<file path="src/rtl/lrupr_pkg.sv">
`timescale 1ns / 1ps
// Shared types and constants for the LRU page replacement block.
// Used by lrupr_cell and lru_page_replacement; depends on nothing.

package lrupr_pkg;

	// Fixed field widths of the item ports.
	localparam int unsigned CFG_W      = 4;
	localparam int unsigned PAGE_IN_W  = 16;
	localparam int unsigned SLOT_OUT_W = 3;
	localparam int unsigned TOTAL_W    = 32;

	localparam logic [CFG_W-1:0] FRAMES_IN_USE_RESET = 4'd3;

	// Lookup flags handed from one cell to the next.
	typedef struct packed {
		logic hit;
		logic vic;
	} lrupr_link_t;

	// Update command broadcast to every cell.
	typedef struct packed {
		logic en;
		logic hit;
	} lrupr_apply_t;

endpackage

</file>
<file path="src/rtl/lrupr_cell.sv">
`timescale 1ns / 1ps
// One page frame of the replacement chain: page, occupied flag and recency rank.
// Depends on lrupr_pkg.

module lrupr_cell
	import lrupr_pkg::*;
#(
	parameter int unsigned IDX    = 0,
	parameter int unsigned SLOT_W = 3,
	parameter int unsigned RANK_W = 3,
	parameter int unsigned PAGE_W = 16
) (
	input  logic              clk,
	input  logic              arst_n,
	// lookup
	input  logic [PAGE_W-1:0] look_page,
	input  logic [RANK_W-1:0] last_rank,
	input  lrupr_link_t       link_in,
	input  logic [SLOT_W-1:0] hit_slot_in,
	input  logic [RANK_W-1:0] hit_rank_in,
	input  logic [SLOT_W-1:0] vic_slot_in,
	input  logic [PAGE_W-1:0] vic_page_in,
	output lrupr_link_t       link_out,
	output logic [SLOT_W-1:0] hit_slot_out,
	output logic [RANK_W-1:0] hit_rank_out,
	output logic [SLOT_W-1:0] vic_slot_out,
	output logic [PAGE_W-1:0] vic_page_out,
	// update
	input  lrupr_apply_t      apply,
	input  logic [SLOT_W-1:0] apply_slot,
	input  logic [RANK_W-1:0] apply_rank,
	input  logic [PAGE_W-1:0] apply_page
);

	localparam logic [SLOT_W-1:0] MY_SLOT = SLOT_W'(IDX);

	logic [PAGE_W-1:0] page_q;
	logic              occ_q;
	logic [RANK_W-1:0] rank_q;
	logic              match;
	logic              victim;
	logic              sel;

	// Occupied ranks always form a permutation of 0 to count-1, so the oldest
	// page is the one whose rank equals count-1.
	assign match  = occ_q && (page_q == look_page);
	assign victim = occ_q && (rank_q == last_rank);
	assign sel    = (apply_slot == MY_SLOT);

	always_comb begin
		link_out.hit = link_in.hit | match;
		link_out.vic = link_in.vic | victim;
		hit_slot_out = (match && !link_in.hit) ? MY_SLOT : hit_slot_in;
		hit_rank_out = (match && !link_in.hit) ? rank_q : hit_rank_in;
		vic_slot_out = (victim && !link_in.vic) ? MY_SLOT : vic_slot_in;
		vic_page_out = (victim && !link_in.vic) ? page_q : vic_page_in;
	end

	always_ff @(posedge clk or negedge arst_n) begin
		if (!arst_n) begin
			occ_q  <= 1'b0;
			rank_q <= '0;
		end else if (apply.en) begin
			if (sel) begin
				occ_q  <= 1'b1;
				rank_q <= '0;
			end else if (occ_q && (!apply.hit || rank_q < apply_rank)) begin
				rank_q <= rank_q + RANK_W'(1);
			end
		end
	end

	always_ff @(posedge clk) begin
		if (apply.en && sel && !apply.hit) begin
			page_q <= apply_page;
		end
	end

endmodule

</file>
<file path="src/rtl/lru_page_replacement.sv">
`timescale 1ns / 1ps
// Top level of the LRU page replacement block: configuration, control and result register.
// Depends on lrupr_pkg and lrupr_cell.

// When an item is accepted, the lookup ripples through the chain of frame
// cells (page compare, hit rank, oldest page) and the decision is registered;
// in the cycle after, every cell ages or loads itself and the result register
// is filled. The ripple through FRAMES cells is the long path. A new item is
// accepted at the same edge that takes the result, as long as the output side
// does not stall; the block takes no new item while it applies the last one.
// frames_in_use values of 0 act as 1, values above FRAMES act as FRAMES;
// lowering it keeps the resident pages.

module lru_page_replacement
	import lrupr_pkg::*;
#(
	parameter int unsigned FRAMES    = 8,
	parameter int unsigned PAGE_BITS = 16
) (
	input  logic                  clk,
	input  logic                  arst_n,
	// configuration
	input  logic                  cfg_wr_en,
	input  logic [CFG_W-1:0]      cfg_wr_data,
	// input items
	input  logic                  in_valid,
	output logic                  in_stall,
	input  logic [PAGE_IN_W-1:0]  page_number,
	// result items
	output logic                  out_valid,
	input  logic                  out_stall,
	output logic                  hit,
	output logic [SLOT_OUT_W-1:0] frame_slot,
	output logic                  evicted_valid,
	output logic [PAGE_IN_W-1:0]  evicted_page,
	output logic [TOTAL_W-1:0]    hit_total,
	output logic [TOTAL_W-1:0]    miss_total
);

	localparam int unsigned SW = (FRAMES > 1) ? $clog2(FRAMES) : 1;
	localparam int unsigned RW = SW;
	localparam int unsigned CW = $clog2(FRAMES + 1);
	localparam int unsigned LW = (CW > CFG_W) ? CW : CFG_W;

	logic [CFG_W-1:0]     frames_q;
	logic [CW-1:0]        count_q;
	logic [TOTAL_W-1:0]   hit_cnt_q;
	logic [TOTAL_W-1:0]   miss_cnt_q;
	logic                 busy_q;

	logic                 hit_s1;
	logic                 fill_s1;
	logic                 evict_s1;
	logic [SW-1:0]        slot_s1;
	logic [RW-1:0]        rank_s1;
	logic [PAGE_BITS-1:0] page_s1;
	logic [PAGE_BITS-1:0] evpage_s1;

	logic                 out_valid_q;
	logic                 hit_q;
	logic [SLOT_OUT_W-1:0] slot_q;
	logic                 evv_q;
	logic [PAGE_IN_W-1:0] evp_q;

	logic [PAGE_BITS-1:0] look_page;
	logic [RW-1:0]        last_rank;
	logic [LW-1:0]        cfg_ext;
	logic [LW-1:0]        lim;
	logic                 in_acc;
	logic                 look_hit;
	logic                 look_fill;
	logic                 look_evict;
	logic [SW-1:0]        look_slot;
	lrupr_apply_t         apply;

	lrupr_link_t          link     [FRAMES+1];
	logic [SW-1:0]        hit_slot [FRAMES+1];
	logic [RW-1:0]        hit_rank [FRAMES+1];
	logic [SW-1:0]        vic_slot [FRAMES+1];
	logic [PAGE_BITS-1:0] vic_page [FRAMES+1];

	assign look_page = PAGE_BITS'(page_number);
	assign last_rank = RW'(count_q - CW'(1));
	assign in_stall  = busy_q || (out_valid_q && out_stall);
	assign in_acc    = in_valid && !in_stall;

	assign link[0]     = '0;
	assign hit_slot[0] = '0;
	assign hit_rank[0] = '0;
	assign vic_slot[0] = '0;
	assign vic_page[0] = '0;

	assign apply.en  = busy_q;
	assign apply.hit = hit_s1;

	for (genvar i = 0; i < FRAMES; i++) begin : g_cell
		lrupr_cell #(
			.IDX    (i),
			.SLOT_W (SW),
			.RANK_W (RW),
			.PAGE_W (PAGE_BITS)
		) u_cell (
			.clk          (clk),
			.arst_n       (arst_n),
			.look_page    (look_page),
			.last_rank    (last_rank),
			.link_in      (link[i]),
			.hit_slot_in  (hit_slot[i]),
			.hit_rank_in  (hit_rank[i]),
			.vic_slot_in  (vic_slot[i]),
			.vic_page_in  (vic_page[i]),
			.link_out     (link[i+1]),
			.hit_slot_out (hit_slot[i+1]),
			.hit_rank_out (hit_rank[i+1]),
			.vic_slot_out (vic_slot[i+1]),
			.vic_page_out (vic_page[i+1]),
			.apply        (apply),
			.apply_slot   (slot_s1),
			.apply_rank   (rank_s1),
			.apply_page   (page_s1)
		);
	end

	always_comb begin
		cfg_ext = LW'(frames_q);
		if (cfg_ext == '0) begin
			lim = LW'(1);
		end else if (cfg_ext > LW'(FRAMES)) begin
			lim = LW'(FRAMES);
		end else begin
			lim = cfg_ext;
		end
	end

	// Frames are filled from the bottom and never freed, so the next free
	// frame is the one indexed by the occupied count.
	always_comb begin
		look_hit   = link[FRAMES].hit;
		look_fill  = !look_hit && (LW'(count_q) < lim);
		look_evict = !look_hit && !look_fill && link[FRAMES].vic;
		priority if (look_hit) begin
			look_slot = hit_slot[FRAMES];
		end else if (look_fill) begin
			look_slot = SW'(count_q);
		end else begin
			look_slot = vic_slot[FRAMES];
		end
	end

	always_ff @(posedge clk or negedge arst_n) begin
		if (!arst_n) begin
			frames_q <= FRAMES_IN_USE_RESET;
		end else if (cfg_wr_en) begin
			frames_q <= cfg_wr_data;
		end
	end

	always_ff @(posedge clk) begin
		if (in_acc) begin
			hit_s1    <= look_hit;
			fill_s1   <= look_fill;
			evict_s1  <= look_evict;
			slot_s1   <= look_slot;
			rank_s1   <= hit_rank[FRAMES];
			page_s1   <= look_page;
			evpage_s1 <= vic_page[FRAMES];
		end
	end

	always_ff @(posedge clk or negedge arst_n) begin
		if (!arst_n) begin
			busy_q      <= 1'b0;
			count_q     <= '0;
			hit_cnt_q   <= '0;
			miss_cnt_q  <= '0;
			out_valid_q <= 1'b0;
		end else begin
			busy_q <= in_acc;
			if (busy_q) begin
				out_valid_q <= 1'b1;
				if (fill_s1) begin
					count_q <= count_q + CW'(1);
				end
				if (hit_s1) begin
					if (hit_cnt_q != '1) begin
						hit_cnt_q <= hit_cnt_q + TOTAL_W'(1);
					end
				end else if (miss_cnt_q != '1) begin
					miss_cnt_q <= miss_cnt_q + TOTAL_W'(1);
				end
			end else if (out_valid_q && !out_stall) begin
				out_valid_q <= 1'b0;
			end
		end
	end

	always_ff @(posedge clk) begin
		if (busy_q) begin
			hit_q  <= hit_s1;
			slot_q <= SLOT_OUT_W'(slot_s1);
			evv_q  <= evict_s1;
			evp_q  <= evict_s1 ? PAGE_IN_W'(evpage_s1) : '0;
		end
	end

	assign out_valid     = out_valid_q;
	assign hit           = hit_q;
	assign frame_slot    = slot_q;
	assign evicted_valid = evv_q;
	assign evicted_page  = evp_q;
	assign hit_total     = hit_cnt_q;
	assign miss_total    = miss_cnt_q;

endmodule

</file>
<file path="config.mk">
export PLATFORM = sky130hd
export DESIGN_NAME = lru_page_replacement
export DESIGN_NICKNAME = d
export VERILOG_FILES = /design/src/rtl/lrupr_pkg.sv /design/src/rtl/lrupr_cell.sv /design/src/rtl/lru_page_replacement.sv
export SDC_FILE = /design/constraint.sdc
export NUM_CORES = 1
export LEC_CHECK = 0
export BUFFER_PORTS_ARGS = -buffer_cell sky130_fd_sc_hd__buf_2
export CAP_MARGIN = 40
export CORE_UTILIZATION = 55
export CTS_CLUSTER_SIZE = 8
export DETAILED_ROUTE_END_ITERATION = 8
export MAX_ROUTING_LAYER = met4
export PLACE_DENSITY = 0.74
export SLEW_MARGIN = 20
export SYNTH_ARGS = -nofsm -noshare
export SYNTH_HDL_FRONTEND = slang
export SYNTH_HIERARCHICAL = 1
export SYNTH_SLANG_ARGS = --single-unit
</file>
<file path="constraint.sdc">
create_clock -name clk -period 4.1 [get_ports clk]
set_input_delay 0.41 -clock clk [delete_from_list [all_inputs] [get_ports clk]]
set_output_delay 0.41 -clock clk [all_outputs]
set_load 0.01 [all_outputs]
</file>
# Yosys cells after proc, flatten, opt, wreduce, memory -nomap -nowiden
# Cells that the tools add are included.
# word_totals
ff_bits,296
inputBits,25
elab_cells,273
# op_classes
add_sub_neg,12
magnitude_cmp,10
eq_ne,25
mux,52
bitwise,15
reduce_logical,118
# ops
operator,count
equality test 16 bit,8
2-to-1 mux 16 bit,8
2-to-1 mux 3 bit,34
adder 32 x 1 -> 32 bit (second input constant),2
inequality test 32 bit (second input constant),2
logical AND 1 bit,60
AND reduction 2 bit,17
adder 3 x 1 -> 3 bit (second input constant),8
equality test 3 bit,8
< comparator 3 bit,8
zero test 1 bit,19
nonzero test 2 bit,9
bitwise OR 1 bit,14
equality test 3 bit (second input constant),4
logical OR 1 bit,9
2-to-1 mux 2 bit,4
2-to-1 mux 4 bit,2
equality test 3 x 2 -> 1 bit (second input constant),2
AND reduction 3 bit,2
adder 4 x 1 -> 4 bit (second input constant),1
greater-than comparator 4 bit (second input constant),1
zero test 4 bit,1
< comparator 4 bit,1
2-to-1 mux 1 bit,4
other kinds (4),4

# Logic depth before layout (Yosys ltp)
# Gate-level depths: netlist of the first run.
# logic_depth
ltp_word,14
mapped_depth,19
mapped_depth_nobuf,19

# By module
# Netlist of the first run, hierarchy kept.
# modules_own_cells
mod,instances,cells_per_inst,area_each_um2
lru_page_replacement,1,423,5691.7
lrupr_cell at g_cell[1].u_cell ...,2,102,1267.5
lrupr_cell at g_cell[5].u_cell ...,2,102,1265.0
lrupr_cell at g_cell[3].u_cell,1,103,1262.5
lrupr_cell at g_cell[0].u_cell,1,102,1261.2
lrupr_cell at g_cell[7].u_cell,1,102,1257.5
lrupr_cell at g_cell[4].u_cell,1,102,1256.2

# Worst setup path after synthesis of the first run
# Ideal clock, no wire load.
# synth_timing
path_kind,flip-flop to flip-flop
from,register count_q[0]
to,register evpage_s1[10] (data pin)
setup_ns,0.260
t_arrival_ns,4.239
t_required_ns,3.840
slack_ns,-0.399
path_stages_with_launch,16
path_buffers,1
period_less_slack_ns,4.499
cell_sequence,dfrtp_1 -> inv_1 -> ha_1 -> xor2_1 -> xnor2_1 -> nand4_1 -> nand2b_1 -> nor2_2 -> buf_4 -> mux2_2 -> mux2_2 -> mux2_2 -> mux2_2 -> mux2_2 -> mux2_2 -> mux2_2
# synth_lines
item,line_no,text
start: declaration,lru_page_replacement.sv:46,logic [CW-1:0] count_q;
start signal: assignment,lru_page_replacement.sv:182,count_q <= count_q + CW'(1);
end signal: assignment,lru_page_replacement.sv:166,evpage_s1 <= vic_page[FRAMES];
end: declaration,lru_page_replacement.sv:57,logic [PAGE_BITS-1:0] evpage_s1;

==> results of run 1 <==
## power breakdown
| group | switching, mW | leakage (nW) | internal, mW |
|---|---|---|---|
| registers | 0.465 | 3.09 | 3.64 |
| clock network | 1.28 | 0.579 | 1.93 |
| logic | 1.53 | 3.71 | 1.89 |
## worst min-delay path, stage by stage
cell     delay, ps
buf_2           90
nand2_1         40
o21ai_0         60
## worst paths after layout
path	slack (ps)	endpoint	cells after the start	startpoint
worst max-delay path	160	evpage_s1[10]	14	count_q[0]
worst min-delay path	110	cfg_ext[3]	3	cfg_wr_data[3]
worst max register to register	160	evpage_s1[10]	14	count_q[0]
worst min register to register	480	miss_total[30]	1	miss_total[30]
max in group asynchronous	2900	miss_total[14]	4	arst_n
min in group asynchronous	280	g_cell[1].u_cell/rank_q[2]	2	arst_n
## per-stage QoR
| step | worst slack [ps] | cell area (um^2) | TNS (ps) |
|---|---|---|---|
| final | 158 | 18600 | 0 |
| after global routing | 8.66 | 18600 | 0 |
| after CTS | 92.5 | 18600 | 0 |
| after detailed placement | 9.64 | 17300 | 0 |
| after global placement | -96.2 | 17300 | -1330 |
| after floorplan | -2.93 | 15900 | -20.5 |
## state kept, by name, summed over array words and instances, names as in the netlist, 8 cells and up
name and flops:
g_cell.u_cell/page_q 128, hit_total 32, miss_total 32, g_cell.u_cell/rank_q 24
evicted_page 16, evpage_s1 16, page_s1 16, g_cell.u_cell/occ_q 8
## routing by layer
metal	wire length (um)	up-vias	GRT usage (%)
li1	-	4970	-
met1	17000	5264	36.6
met2	17700	304	40.8
met3	1810	75	3.77
met4	1090	0	9.74
met5	0	-	-
## cells by family (layout without fill, tap and decap cells)
logic type                 count (synthesis)  count (layout)  synth area share [%]
AOI/OAI and AO/OA                         72              72                  3.56
DFF                                      296             296                  52.9
muxes                                    171             171                  12.2
buffers and inverters                     50             283                  1.40
xor gates and xnor gates                 216             216                  12.0
and+or+nand+nor                          403             403                  15.4
other                                      1              29                0.0237
adders and majority gates                 31              31                  2.46
## placed cells by master, fill, tap and decap left out, types with 12 or more instances in the layout
cell and instances:
and2b_2 12, inv_1 35, nand2b_1 27, xor2_1 113, ha_1 31, clkbuf_16 42
and2_1 17, buf_4 55, nand4_1 42, nor3_1 21, nor2b_1 19, dfrtp_1 103
xnor2_1 102, clkbuf_1 30, nor4_1 22, o211ai_1 12, buf_2 110, nor2_1 40
or2_2 26, conb_1 29, edfxtp_1 190, nand2_1 74, mux2_2 169, a21oi_1 12
nand3_1 38
## repair_timing
item,CTS,global route
setup endpoints to repair,1,12
hold endpoints to repair,14,0
gates cloned,0,0
resized for setup,1,1
hold buffers,1,0
## final cells by class
cell class	instances	area share [%]
clock buffer	72	6.24
clock inverter	3	0.315
multi-input combinational	922	39.5
tap	378	2.54
timing repair buffer	172	5.87
inverter	36	0.725
sequential	296	44.8
==> impl_metrics.toml, run 1 <==
[critical_path]
crit_path_frequent_cell = "mux2_2"
worst_ep_arrival_time_ps = 4220
cp-start-kind = "flip-flop"
required_ps = 4380
crit_path_max_incr_delay_ps = 390
crit_family = "multiplexers"
crit_slowest_cell = "dfrtp_1"
end_kind = "flip-flop"
cp_num_buf_inv = 2
critPathMaxFanout = 11
crit_chain = "inv_2 -> ha_1 -> xor2_4 -> xnor2_1 -> nand4_1 -> nor2_4 -> buf_8 -> mux2_2 -> mux2_2 -> mux2_2 -> mux2_2 -> mux2_2 -> mux2_2 -> mux2_2"
critPathKind = "flip-flop to flip-flop"

[power]
max-vdd-ir-drop_mv = 0.330
power.total_mw = 10.7
p_leak_nw = 7.39
power_density_mw_per_mm2 = 576

[synth]
synth.most_common_cell = "edfxtp_1"
yosysTopAreaCell = "edfxtp_1"
ys.flop_type = "edfxtp_1"
ys_ff_latch = 296
syn_inst = 1240
synthesis.area_mm2 = 0.0158
async_reset_ff_share_pct = 35.8
synth.cells.most_frequent = "edfxtp_1, mux2_2, xor2_1"
synth_warnings = 6
yosysSeqAreaShare_pct = 52.9
syn_avg_cell_area_um2 = 12.7
synthTopCellsByArea = "edfxtp_1, dfrtp_1, mux2_2"
synth_top_area_share_pct = 36.1
yosysUniqueCellTypes = 57
synth_edf_count = 190

[drt]
antenna_left = 0
vias = 10600
vias_per_cell = 5.65
wl_per_cell_um = 20.0
routed_wl_um = 37600
drt_iter0_markers = 639
route.detailed.drc = 0
first_pass_iters = 5

[status]
outcome = "finished clean"

[global_route]
first_global_vias = 10500
antenna_found_initial = 0
grt_use_total_pct = 26.8
grt_pass1_wl_um = 57900
overflow = 0
grt_start_max_net_pins = 63

[cells_and_area]
antennaDiodeCount = 0
multi_input_area_mm2 = 0.00736
fillCellCount = 2105
fin_nets = 1526
drive_gt1_share_pct = 30.8
regArea_mm2 = 0.00836
postLayoutCoreUtil_pct = 66.6
area_growth_syn_to_layout_pct = 18.0
final_cells = 1879

[floorplanning]
die-area_mm2 = 0.0294
fp.dieH_um = 171
die_w_um = 171
ios = 112
start_util_pct = 56.4
num_rows = 61
core-area_mm2 = 0.0280

[sta]
period_needed_ps = 3940
setup_viol = 0
hold_viol = 0
whs_ps = 106
finalCritPeriodShare_pct = 96.1
rsz0062_at_grt = "no"
worst_slew_pin_slew_ps = 872
final-max-slew-violation-count = 0
fmax_mhz = 254
clock_skew_ps = 15.7
relSlewSlack_pct = 41.4

[placed_design]
dp_cells = 1800
hpwlAfterDp_um = 26100
portBuffers = 111
gp_congestion = 0.922

[worst_hold_path]
hold_class = "input pin to flip-flop"

[clock_network]
cts.path.max_buffers = 3
clkSinkCount = 296
htreeDepth = 2
postCtsSetupBuffers = 0
clkTransAtPathRegs_ps = 50
cts_tree = "yes"
clk-insertion-delay-late_ps = 540
numCtsBuffers = 42
root_buffer = "clkbuf_16"

[flow_run]
drv_cap = 0
(Power assumes the default switching activity.)
==> run 2: changes to the inputs <==
Settings changed: BUFFER_PORTS_ARGS -buffer_cell sky130_fd_sc_hd__buf_2 to unset, CORE_UTILIZATION 55 to 58, DONT_BUFFER_PORTS set to 1, PLACE_DENSITY 0.74 to 0.73, SLEW_MARGIN 20 to unset.
==> impl_metrics.toml, run 2 (synthesis gave the netlist of run 1 again) <==
[sta]
worst_slew_pin_slew_ps = 874
clock_skew_ps = 12.1
relSlewSlack_pct = 41.3
setup_viol = 0
period_needed_ps = 3980
rsz0062_at_grt = "yes"
hold_viol = 0
whs_ps = 10.1
fmax_mhz = 252
finalCritPeriodShare_pct = 97.0
final-max-slew-violation-count = 0

[worst_hold_path]
hold_class = "input pin to flip-flop"
min_from = "cfg_wr_en"

[clock_network]
clkTransAtPathRegs_ps = 50
numCtsBuffers = 43
clkSinkCount = 296
root_buffer = "clkbuf_16"
clk-insertion-delay-late_ps = 540
cts_tree = "yes"
cts.path.max_buffers = 3
htreeDepth = 2

[floorplanning]
core-area_mm2 = 0.0268
die-area_mm2 = 0.0279
num_rows = 60
fp.dieH_um = 167
start_util_pct = 58.9
ios = 112
die_w_um = 167

[cells_and_area]
regMostFlops = "g_cell.u_cell/page_q"
largest_reg_flops = 128
area_growth_syn_to_layout_pct = 14.4
final_cell_area_mm2 = 0.0181
fin_nets = 1414
final_cell_mix = "edfxtp_1, mux2_2, xor2_1, dfrtp_1, xnor2_1"
drive_gt1_share_pct = 24.3
final_common_cell = "edfxtp_1"
antennaDiodeCount = 0
fillCellCount = 1968
postLayoutCoreUtil_pct = 67.4

[critical_path]
r2r_start = "count_q[0]"
reg2reg_to = "evpage_s1[11]"
required_ps = 4390
rrSetupSlack_ps = 120
critPathMaxFanout = 13
cp-startpoint = "count_q[0]"
end_kind = "flip-flop"
worst_ep_arrival_time_ps = 4260
cp-start-kind = "flip-flop"
crit_end = "evpage_s1[11]"
worstRegToRegCells = 15
critPathKind = "flip-flop to flip-flop"

[power]
p_leak_nw = 6.83
seqPwrFrac_pct = 39.1
sw_frac_of_total_pct = 30.1
power_density_mw_per_mm2 = 589
max-vdd-ir-drop_mv = 0.365
clkPwrFrac_pct = 30.0
pwr-share-comb_pct = 30.9
switchingPower_mw = 3.21
intPower_mw = 7.43

[placed_design]
placed_area_mm2 = 0.0166
hpwlAfterDp_um = 25200
gp_congestion = 0.885
portBuffers = 0

[drt]
vias_per_cell = 5.92
drt_iter0_markers = 845
first_pass_iters = 6
vias = 10200
antenna_left = 0
route.detailed.drc = 0
routed_wl_um = 37600
wl_per_cell_um = 21.9

[global_route]
first_global_vias = 10400
antenna_found_initial = 1
grt_use_total_pct = 28.4
overflow = 0
grt_pass1_wl_um = 58800
grt_start_max_net_pins = 107

[flow_run]
drv_cap = 0

[status]
outcome = "finished clean"
[run 2: changes by cell type in the layout (fill, tap and decap cells not counted), moves of 2 or more]
cell / delta
nor4_1: -2
buf_12: +2
clkbuf_1: -9
dlygate4sd3_1: +18
nor2_2: +2
nor4_2: +2
buf_4: -22
buf_2: -110
nor2_4: -2
[run 2: power groups by stage]
| stage | clock, mW | combinational, mW | sequential [mW] |
|---|---|---|---|
| floorplan | 0 | 2.48 | 4.03 |
| global placement | 0 | 3.02 | 4.21 |
| detailed placement | 0 | 3.19 | 4.21 |
| CTS | 3.24 | 3.26 | 4.16 |
| global route | 3.36 | 3.59 | 4.22 |
| finish | 3.19 | 3.29 | 4.17 |
[run 2: final cells by class]
| class | instances | area [um^2] | share of cell area (%) |
|---|---|---|---|
| Multi-Input combinational cell | 922 | 7370 | 40.8 |
| Timing Repair Buffer | 59 | 571 | 3.16 |
| Tap cell | 341 | 427 | 2.36 |
| Clock buffer | 64 | 1150 | 6.39 |
| Clock inverter | 4 | 57.6 | 0.318 |
| Sequential cell | 296 | 8360 | 46.3 |
| Inverter | 36 | 135 | 0.748 |
[run 2: routing by layer]
| metal | GRT usage (%) | wire (um) | share of wire, % | vias up |
|---|---|---|---|---|
| li1 | - | - | - | 4735 |
| met1 | 39.0 | 17100 | 45 | 5072 |
| met2 | 43.2 | 17400 | 46 | 320 |
| met3 | 4.37 | 2080 | 5.5 | 60 |
| met4 | 10.0 | 1020 | 2.7 | 0 |
| met5 | - | 0 | 0 | - |
[run 2: critical path: stages, from the launching register on]
cell,delay (ps)
dfrtp_1,390
inv_2,60
ha_1,230
xor2_4,200
xnor2_1,100
nand4_1,130
nand2b_1,130
nor2_4,300
buf_8,230
mux2_2,350
mux2_2,270
mux2_2,280
mux2_2,260
mux2_2,250
mux2_2,260
mux2_2,280
[run 2: repair_timing]
action / in CTS / in global routing
setup endpoints to repair: 0 / 15
hold buffers: 20 / 0
setup buffers: 0 / 0
resized for setup: 0 / 4
endpoints found under the hold margin: 124 / 0
[run 2: worst min-delay path by stage]
stage                                       endpoint  depth (start not counted)
final                                     cfg_ext[3]                          2
after global routing                      cfg_ext[1]                          1
after CTS                                 cfg_ext[3]                          2
after detailed placement  g_cell[2].u_cell/rank_q[2]                          0
after global placement    g_cell[2].u_cell/rank_q[2]                          0
after floorplan                               busy_q                          0
[run 2: per-stage QoR]
| stage | setup TNS [ps] | instances | setup slack, ps | power (mW) |
|---|---|---|---|---|
| 6_report | 0 | 1722 | 124 | 10.6 |
| 5_1_grt | 0 | 1722 | 9.28 | 11.2 |
| 4_1_cts | 0 | 1722 | 36.3 | 10.7 |
| 3_5_place_dp | 0 | 1634 | 134 | 7.40 |
| 3_3_place_gp | -2290 | 1630 | -148 | 7.23 |
| 2_1_floorplan | -20.5 | 1268 | -2.93 | 6.52 |
